$ cat src/paging_frame_queue_scheduler_macros.svh
// ============================================================================
// Paging frame queue scheduler assertion macros
// Shorthand for the concurrent checks at the end of the top level.
// ============================================================================
`ifndef PAGING_FRAME_QUEUE_SCHEDULER_MACROS_SVH
`define PAGING_FRAME_QUEUE_SCHEDULER_MACROS_SVH

// The consequent must hold in the same cycle as the antecedent.
`define PFQS_ASSERT_IMPL(label, ante, cons, msg) \
   label: assert property (@(posedge clock) disable iff (reset) (ante) |-> (cons)) \
      else $error(msg);

// The consequent must hold in the cycle after the antecedent.
`define PFQS_ASSERT_NEXT(label, ante, cons, msg) \
   label: assert property (@(posedge clock) disable iff (reset) (ante) |=> (cons)) \
      else $error(msg);

`endif

$ cat src/pfqs_pkg.sv
// ============================================================================
// Paging frame queue scheduler package
// Payload types, result codes and configuration constants shared across the design and bench.
// ============================================================================
package pfqs_pkg;

   localparam int UE_W    = 31;
   localparam int FRAME_W = 10;
   localparam int CFG_W   = 4;
   localparam int OFF_W   = 8;

   // Input modes.
   localparam logic MODE_PAGE = 1'b0;
   localparam logic MODE_TICK = 1'b1;

   // Result kinds.
   localparam logic [1:0] KIND_QUEUED  = 2'd0;
   localparam logic [1:0] KIND_DROPPED = 2'd1;
   localparam logic [1:0] KIND_RECORD  = 2'd2;
   localparam logic [1:0] KIND_EMPTY   = 2'd3;

   // Register indexes.
   localparam logic [0:0] CSR_DRX_LOG2 = 1'b0;
   localparam logic [0:0] CSR_PF_LOG2  = 1'b1;

   localparam logic [CFG_W-1:0] DRX_LOG2_MIN   = 4'd5;
   localparam logic [CFG_W-1:0] DRX_LOG2_MAX   = 4'd8;
   localparam logic [CFG_W-1:0] DRX_LOG2_RESET = 4'd5;
   localparam logic [CFG_W-1:0] PF_LOG2_RESET  = 4'd4;

   typedef struct packed {
      logic            mode;
      logic [UE_W-1:0] ue_id;
   } req_payload_type;

   typedef struct packed {
      logic [1:0]         kind;
      logic [FRAME_W-1:0] frame;
      logic [FRAME_W-1:0] target_frame;
      logic [UE_W-1:0]    paged_ue;
      logic               mib_due;
      logic               last;
   } rsp_payload_type;

   // Classified command handed from the front end to the back end.
   typedef struct packed {
      logic             mode;
      logic [UE_W-1:0]  ue_id;
      logic [OFF_W-1:0] offset;
   } cmd_type;

   // Effective (saturated) configuration seen by the back end.
   typedef struct packed {
      logic [CFG_W-1:0] drx_log2;
   } cfg_type;

   // Handshake between the command queue and its neighbors.
   typedef struct packed {
      logic full;
      logic empty;
   } queue_status_type;

endpackage

$ cat src/pfqs_cmd_queue.sv
// ============================================================================
// Paging frame queue scheduler command queue
// Two-entry queue that decouples the front end from the back end.
// ============================================================================
module pfqs_cmd_queue (
   input  logic                       clock,
   input  logic                       reset,
   input  logic                       push,
   input  pfqs_pkg::cmd_type          push_cmd,
   input  logic                       pop,
   output pfqs_pkg::cmd_type          head_cmd,
   output pfqs_pkg::queue_status_type status
);

   localparam int QDEPTH = 2;

   pfqs_pkg::cmd_type entry_ff [QDEPTH];
   logic              wr_ptr_ff, wr_ptr_in;
   logic              rd_ptr_ff, rd_ptr_in;
   logic [1:0]        count_ff, count_in;
   logic              do_push;
   logic              do_pop;

   assign status.full  = (count_ff == 2'(QDEPTH));
   assign status.empty = (count_ff == 2'd0);
   assign do_push      = push && !status.full;
   assign do_pop       = pop && !status.empty;
   assign head_cmd     = entry_ff[rd_ptr_ff];

   always_comb begin
      wr_ptr_in = do_push ? !wr_ptr_ff : wr_ptr_ff;
      rd_ptr_in = do_pop ? !rd_ptr_ff : rd_ptr_ff;
      count_in  = count_ff + 2'(do_push) - 2'(do_pop);
   end

   always_ff @(posedge clock) begin
      if (reset) begin
         wr_ptr_ff <= 1'b0;
         rd_ptr_ff <= 1'b0;
         count_ff  <= 2'd0;
      end else begin
         wr_ptr_ff <= wr_ptr_in;
         rd_ptr_ff <= rd_ptr_in;
         count_ff  <= count_in;
      end
   end

   always_ff @(posedge clock) begin
      if (do_push) begin
         entry_ff[wr_ptr_ff] <= push_cmd;
      end
   end

endmodule

$ cat config.mk
export PLATFORM = sky130hd
export DESIGN_NAME = pfqs_cmd_queue
export DESIGN_NICKNAME = d
export VERILOG_FILES = /design/src/paging_frame_queue_scheduler_macros.svh /design/src/pfqs_pkg.sv /design/src/pfqs_cmd_queue.sv
export SDC_FILE = /design/constraint.sdc
export NUM_CORES = 1
export LEC_CHECK = 0
export ABC_AREA = 1
export BUFFER_PORTS_ARGS = -buffer_cell sky130_fd_sc_hd__buf_2
export CAP_MARGIN = 20
export CORE_MARGIN = 2
export CORE_UTILIZATION = 39
export DETAILED_ROUTE_END_ITERATION = 10
export PLACE_DENSITY_LB_ADDON = 0.15
export SETUP_SLACK_MARGIN = 0.15
export SLEW_MARGIN = 0
export SYNTH_ARGS = -nofsm -noshare
export SYNTH_HDL_FRONTEND = slang
export SYNTH_SLANG_ARGS = --single-unit
$ cat constraint.sdc
create_clock -name clock -period 3.4 [get_ports clock]
set_input_delay 0.68 -clock clock [delete_from_list [all_inputs] [get_ports clock]]
set_output_delay 0.68 -clock clock [all_outputs]
set_load 0.02 [all_outputs]
==> impl_metrics.json, run 1 <==
{
  "yosys_warnings": 0,
  "final.min_clock_period_ps": 2540,
  "final.period_utilization": 0.748,
  "wl_um": 5170,
  "antenna_found_initial": 0,
  "cts.sinks": 85,
  "final_area_um2": 3920,
  "dpl_cell_area_um2": 3680,
  "p_total_mw": 3.00,
  "viasPerCell": 4.48,
  "die_h_um": 93.9,
  "fmax_mhz": 393,
  "die_area_um2": 8810,
  "grt_pass1_wl_um": 7910,
  "ys_types": 10,
  "wl_per_cell_um": 14.2,
  "fp.dieW_um": 93.9,
  "final_nets": 303,
  "portBuffers": 85,
  "cts_tree": "built",
  "synth_compound_area_frac": 0.00318,
  "syn_area_um2": 3150,
  "slew_violations": 0,
  "htree_levels": 3,
  "min_path_type": "reg -> reg",
  "path_class": "reg -> out",
  "dp_hpwl_um": 3370,
  "io_pins": 86,
  "yosysSeqAreaShare": 0.795,
  "stdcell_count": 364,
  "hold_buffers": 0,
  "syn_nets": 209,
  "numCtsBuffers": 9,
  "start_util": 0.405,
  "relSlewSlack": 0.396,
  "required_ps": 2720,
  "synth_seq_cells": 85,
  "drive_gt1_frac": 0.550,
  "synthMuxAreaShare": 0.143,
  "final_cell_mix": "85 x buf_2, 80 x edfxtp_1, 40 x mux2_2, 9 x inv_1, 9 x clkbuf_8",
  "endpoint_kind": "primary output",
  "coreArea_um2": 7770,
  "place_inst": 348,
  "grt_pass1_vias": 1689,
  "path_max_fanout": 27,
  "drtIter0Drc": 37,
  "synth.largest_area_cell": "edfxtp_1",
  "area_growth_pct": 24.5,
  "arrival_ps": 1860,
  "globalplace.congestion": 0.678,
  "yosys.area_share.simple": 0.0250,
  "p_per_area_nw_per_um2": 764,
  "clk_latency_ps": 330,
  "clock_skew_ps": 8.57,
  "grt_max_degree": 41,
  "synthXorXnorAreaFrac": 0,
  "synth-adder-area-share": 0.00795,
  "final_common_cell": "buf_2",
  "avgSynthCellArea_um2": 19.3,
  "grt-ovfl-total": 0,
  "drtAntennaViolNets": 0,
  "hold_viol": 0,
  "setup_viol": 0,
  "post-cts-setup-buffers": 0,
  "root_buffer": "clkbuf_8",
  "syn_inst": 163,
  "synth.top_cell.area_share": 0.763,
  "cts.path.max_buffers": 2,
  "peakVddDrop_mv": 0.456,
  "rsz0062_at_grt": "false",
  "clk_pin_slew_worst_paths_ps": 80,
  "critPathLaunchType": "flop",
  "leakage_nw": 1.51,
  "synth_top_family_by_area": "multiplexers",
  "ctsResizeCount": 0,
  "worstMarginPinSlew_ps": 904,
  "route.detailed.drc": 0,
  "dr.pass1.iters": 4,
  "fp-row-count": 32,
  "maxCapViolations": 0,
  "tns_ps": 0,
  "grt.total_usage": 0.122,
  "num_vias": 1632,
  "n_antenna_cell": 0,
  "synthTopCellsByArea": "edfxtp_1 76%, mux2_2 14%, dfxtp_1 3.2%, buf_6 1.4%, inv_1 1.2%",
  "status": "finished clean"
}
-- area by class of cell --
class,count,area [um^2]
clock buffer,10,128
fill,674,3850
timing repair buffer,87,440
clock inverter,6,111
tap,102,128
multi-input combinational,64,572
inverter,10,37.5
sequential,85,2500
-- critical path, cell delays in order (launching register included) --
cell,delay [ps]
dfxtp_2,540
buf_4,420
mux2_2,390
buf_2,160
-- cells in the mapped netlist (all sizes together) --
cell type   n
a21oi       2
buf         4
dfxtp       5
edfxtp     80
ha          2
inv        10
mux2       40
nand2       8
nand3       3
nor2        9
-- where the power goes --
part | internal (mW) | switching, mW | leakage (nW)
clock network | 0.489 | 0.332 | 0.118
registers | 1.33 | 0.0579 | 0.789
logic | 0.309 | 0.478 | 0.602
total | 2.13 | 0.868 | 1.51
-- sequential cells by signal (all words and copies together), names as in the netlist, named ones only --
register	cells
entry_ff	80
count_ff	2
rd_ptr_ff	1
wr_ptr_ff	1
-- path summary, 6_finish.rpt --
check / from / endpoint / slack [ps] / cells past startpoint
max: flop / head_cmd[24] / 860 / 3
min: rd_ptr_ff$_SDFFE_PP0P_ / rd_ptr_ff$_SDFFE_PP0P_ / 510 / 2
max reg2reg: count_ff[0]$_SDFF_PP0_ / entry_ff[1][18]$_DFFE_PP_ / 1700 / 4
min reg2reg: rd_ptr_ff$_SDFFE_PP0P_ / rd_ptr_ff$_SDFFE_PP0P_ / 510 / 2
-- kinds of logic (layout without fill, tap and decap cells) --
family / after synthesis / in the layout
compound gates: 2 / 2
simple gates: 20 / 20
fa+ha+maj: 2 / 2
flops: 85 / 85
mux: 40 / 40
buf+inv: 14 / 113
-- per-stage QoR --
step | setup slack (ps) | hold WS, ps | utilization
final | 855 | 508 | 0.505
after global routing | 722 | 499 | 0.505
after CTS | 784 | 488 | 0.505
after detailed placement | 1160 | 503 | 0.474
after global placement | 1200 | 490 | 0.474
after floorplan | 530 | 467 | -
-- layer usage --
| metal | GRT usage | vias to the layer above | part of all wire |
|---|---|---|---|
| met1 | 0.144 | 781 | 0.42 |
| met2 | 0.207 | 45 | 0.52 |
| met4 | 0.0580 | 0 | 0.0073 |
| met3 | 0.0313 | 4 | 0.057 |
| met5 | 0 | - | 0 |
| li1 | - | 802 | - |
No activity file was read; power rests on OpenSTA's default activity.
==> inputs of run 2 (changes only) <==
==> constraint.sdc (replaced) <==
create_clock -name clock -period 2.3 [get_ports clock]
set_input_delay 0.46 -clock clock [delete_from_list [all_inputs] [get_ports clock]]
set_output_delay 0.46 -clock clock [all_outputs]
set_load 0.02 [all_outputs]
==> impl_metrics.json, run 2 (synthesis gave the netlist of run 1 again) <==
{
  "cp_cell_sequence": "buf_4 -> mux2_2 -> buf_2",
  "io_pins": 86,
  "final.min_clock_period_ps": 2010,
  "route.detailed.drc": 0,
  "wl_per_cell_um": 14.3,
  "numCtsBuffers": 9,
  "relSlewSlack": 0.738,
  "maxCapViolations": 0,
  "place_inst": 351,
  "crit_buf_inv": 2,
  "p_per_area_nw_per_um2": 1060,
  "cts_tree": "built",
  "grt_max_degree": 41,
  "dr.pass1.iters": 4,
  "final_cell_mix": "85 x buf_2, 80 x edfxtp_1, 40 x mux2_2, 9 x inv_1, 9 x clkbuf_8",
  "fp.dieW_um": 93.9,
  "htree_levels": 3,
  "stdcell_count": 367,
  "drtIter0Drc": 52,
  "status": "finished clean",
  "leakage_nw": 1.49,
  "grt.total_usage": 0.122,
  "post-cts-setup-buffers": 0,
  "dp_hpwl_um": 3470,
  "portBuffers": 85,
  "die_h_um": 93.9,
  "largest_register": "entry_ff",
  "final.period_utilization": 0.874,
  "worstMarginPinSlew_ps": 392,
  "clk_pin_slew_worst_paths_ps": 80,
  "fp-row-count": 32,
  "grt_pass1_vias": 1676,
  "root_buffer": "clkbuf_8",
  "tns_ps": 0,
  "die_area_um2": 8810,
  "ctsResizeCount": 0,
  "cts.path.max_buffers": 2,
  "hold_buffers": 0,
  "n_antenna_cell": 0,
  "critPathLaunchType": "flop",
  "required_ps": 1840,
  "slew_violations": 0,
  "setup_viol": 0,
  "rsz0062_at_grt": "false",
  "endpoint_kind": "primary output",
  "wl_um": 5260,
  "fmax_mhz": 497,
  "cts.sinks": 85,
  "num_vias": 1672,
  "fillerInstances": 681,
  "grt-ovfl-total": 0,
  "viasPerCell": 4.56,
  "coreArea_um2": 7770,
  "final_common_cell": "buf_2",
  "drtAntennaViolNets": 0,
  "crit_path_top_delay_cell": "mux2_2",
  "arrival_ps": 1550,
  "top_regs": "entry_ff (80), count_ff (2)",
  "path_max_fanout": 27,
  "drive_gt1_frac": 0.551,
  "clk_latency_ps": 340,
  "hold_viol": 0,
  "largest_reg_flops": 80,
  "peakVddDrop_mv": 0.496,
  "cp_slowest_stage_delay_ps": 390,
  "final_nets": 306,
  "dpl_cell_area_um2": 3730,
  "final_area_um2": 3900,
  "grt_pass1_wl_um": 7910,
  "fin_util": 0.502,
  "min_path_type": "in -> reg",
  "clock_skew_ps": 6.41,
  "globalplace.congestion": 0.660,
  "antenna_found_initial": 0,
  "path_class": "reg -> out",
  "critPathTopFamily": "buffers and inverters",
  "start_util": 0.405,
  "area_growth_pct": 23.7,
  "p_total_mw": 4.15
}
[run 2: cell count changes in the layout (fill, tap and decap cells not counted)]
cell,before,now
clkinvlp_4,0,2
bufinv_16,3,0
buf_12,0,2
clkinv_1,1,2
buf_4,2,3
[run 2: final cells by class]
type | count | area (um^2) | area share
multi-input combinational | 64 | 572 | 0.147
timing repair buffer | 90 | 488 | 0.125
clock buffer | 10 | 128 | 0.0328
sequential | 85 | 2500 | 0.643
clock inverter | 6 | 40.0 | 0.0103
tap | 102 | 128 | 0.0328
inverter | 10 | 37.5 | 0.00963
[run 2: final timing paths]
kind,startpoint,to,slack [ps],cells after the start
hold / removal,reset,count_ff[0]$_SDFF_PP0_,290,2
setup / recovery,flop,head_cmd[30],290,3
hold reg to reg,rd_ptr_ff$_SDFFE_PP0P_,flop,510,2
setup reg to reg,count_ff[0]$_SDFF_PP0_,count_ff[1]$_SDFF_PP0_,660,10
[run 2: stage by stage]
stage                     hold slack (ps)  setup slack, ps
after floorplan                       467              279
after global placement                490              630
after detailed placement              498              625
after CTS                             274              247
after global routing                  280              204
final                                 294              289
[run 2: routing by layer]
layer,vias to the layer above,wire length [um],GRT usage
met5,-,0,0
met4,0,85,0.0616
met3,8,295,0.0377
met2,46,2670,0.204
met1,816,2210,0.141
li1,802,-,-
[run 2: power breakdown]
group          switching, mW  leakage [nW]  internal [mW]
Clock                  0.497        0.0776          0.389
Sequential            0.0576         0.789           1.96
Combinational          0.748         0.625          0.493
Total                   1.30          1.49           2.84
==> inputs of run 3 (changes only) <==
--- a/config.mk
+++ b/config.mk
@@ -6,7 +6,7 @@
 export NUM_CORES = 1
 export LEC_CHECK = 0
 export ABC_AREA = 1
-export BUFFER_PORTS_ARGS = -buffer_cell sky130_fd_sc_hd__buf_2
+export BUFFER_PORTS_ARGS = -buffer_cell sky130_fd_sc_hd__buf_4
 export CAP_MARGIN = 20
 export CORE_MARGIN = 2
 export CORE_UTILIZATION = 39
==> impl_metrics.json, run 3 (synthesis gave the netlist of run 1 again) <==
{
  "final_nets": 307,
  "path_max_fanout": 16,
  "grt.total_usage": 0.127,
  "final.period_utilization": 0.869,
  "grt_pass1_vias": 1700,
  "regArea_um2": 2510,
  "slew_violations": 0,
  "cts_tree": "built",
  "timing.rr.start": "count_ff[0]$_SDFF_PP0_",
  "fp.dieW_um": 93.9,
  "n_antenna_cell": 0,
  "clk_pin_slew_worst_paths_ps": 90,
  "fp-row-count": 32,
  "cts.path.max_buffers": 2,
  "maxCapViolations": 0,
  "num_vias": 1649,
  "route.detailed.drc": 0,
  "min_path_type": "in -> reg",
  "grt_max_degree": 29,
  "cts.sinks": 85,
  "relSlewSlack": 0.728,
  "critPathLaunchType": "flop",
  "final_cell_mix": "89 x buf_4, 80 x edfxtp_1, 40 x mux2_2, 9 x inv_1, 9 x clkbuf_8",
  "arrival_ps": 1540,
  "clk_latency_ps": 340,
  "rsz0062_at_grt": "false",
  "root_buffer": "clkbuf_8",
  "fin_ws_ps": 302,
  "final_area_um2": 4170,
  "fillerInstances": 664,
  "multiInputGateArea_um2": 572,
  "final.min_clock_period_ps": 2000,
  "io_pins": 86,
  "peakVddDrop_mv": 0.667,
  "p_per_area_nw_per_um2": 1100,
  "setup_viol": 0,
  "top_regs": "entry_ff (80), count_ff (2)",
  "endpoint_kind": "primary output",
  "worstMarginPinSlew_ps": 409,
  "required_ps": 1840,
  "path_class": "reg -> out",
  "pre_cts_ws_ps": 548,
  "htree_levels": 3,
  "drive_gt1_frac": 0.564,
  "wl_um": 5320,
  "die_h_um": 93.9,
  "portBuffers": 85,
  "start_util": 0.405,
  "dr.pass1.iters": 4,
  "post-cts-setup-buffers": 0,
  "clock_skew_ps": 7.39,
  "drtIter0Drc": 42,
  "final_common_cell": "buf_4",
  "grt-ovfl-total": 0,
  "drtAntennaViolNets": 0,
  "grt_pass1_wl_um": 8180,
  "largest_reg_flops": 80,
  "antenna_found_initial": 0,
  "globalplace.congestion": 0.694,
  "hold_viol": 0,
  "dpl_cell_area_um2": 3950,
  "leakage_nw": 1.59,
  "numCtsBuffers": 9,
  "dp_hpwl_um": 3580,
  "fmax_mhz": 500,
  "coreArea_um2": 7770,
  "die_area_um2": 8810,
  "area_growth_pct": 32.5,
  "wl_per_cell_um": 14.5,
  "tns_ps": 0,
  "hp-start": "reset",
  "largest_register": "entry_ff",
  "viasPerCell": 4.48,
  "status": "finished clean"
}
## run 3: cell types whose count changed in the layout (fill, tap and decap cells not counted), sizes merged
cell,change
clkbuf,-1
buf,+1
clkinv,-4
inv,+1
bufinv,+2
clkinvlp,+2
## run 3: final cells by class
type                    instances  share of cell area
multi-input cells              64               0.137
flip-flops and latches         85               0.600
inverters                      10             0.00899
clock buffers                   9              0.0297
repair buffers                 91               0.170
clock inverters                 7              0.0237
well taps                     102              0.0306
## run 3: repair_timing
| item | 4_1_cts | 5_1_grt |
|---|---|---|
| hold buffers | 0 | 0 |
| endpoints found under the setup margin | 2 | 0 |
| gates resized for setup | 1 | 0 |
## run 3: final timing paths
check	to	depth (start not counted)	slack (ps)
min	count_ff[0]$_SDFF_PP0_	2	270
max reg2reg	count_ff[1]$_SDFF_PP0_	10	700
min reg2reg	flop	2	520
max	head_cmd[14]	3	300
## run 3: metrics by stage
stage,instances,hold slack (ps),total power [mW],util
after detailed placement,352,489,3.49,0.508
after global routing,368,256,4.81,0.537
after CTS,368,246,4.65,0.537
final,368,268,4.58,0.537
after global placement,352,488,3.49,0.508
after floorplan,163,467,2.92,-
## run 3: critical path, stage by stage (launching register included)
cell and delay, ps:
dfxtp_4 490, buf_12 190, mux2_2 350, buf_4 160
## run 3: per-layer routing
metal / vias up / GRT usage / routed length (um)
met2: 46 / 0.208 / 2660
met1: 792 / 0.156 / 2310
met5: - / 0 / 0
li1: 807 / - / -
met4: 0 / 0.0652 / 45
met3: 4 / 0.0345 / 302
## run 3: where the power goes
part | switching [mW] | internal, mW | total (mW)
sequential | 0.0874 | 1.96 | 2.05
combinational | 0.732 | 0.652 | 1.38
clock | 0.533 | 0.614 | 1.15
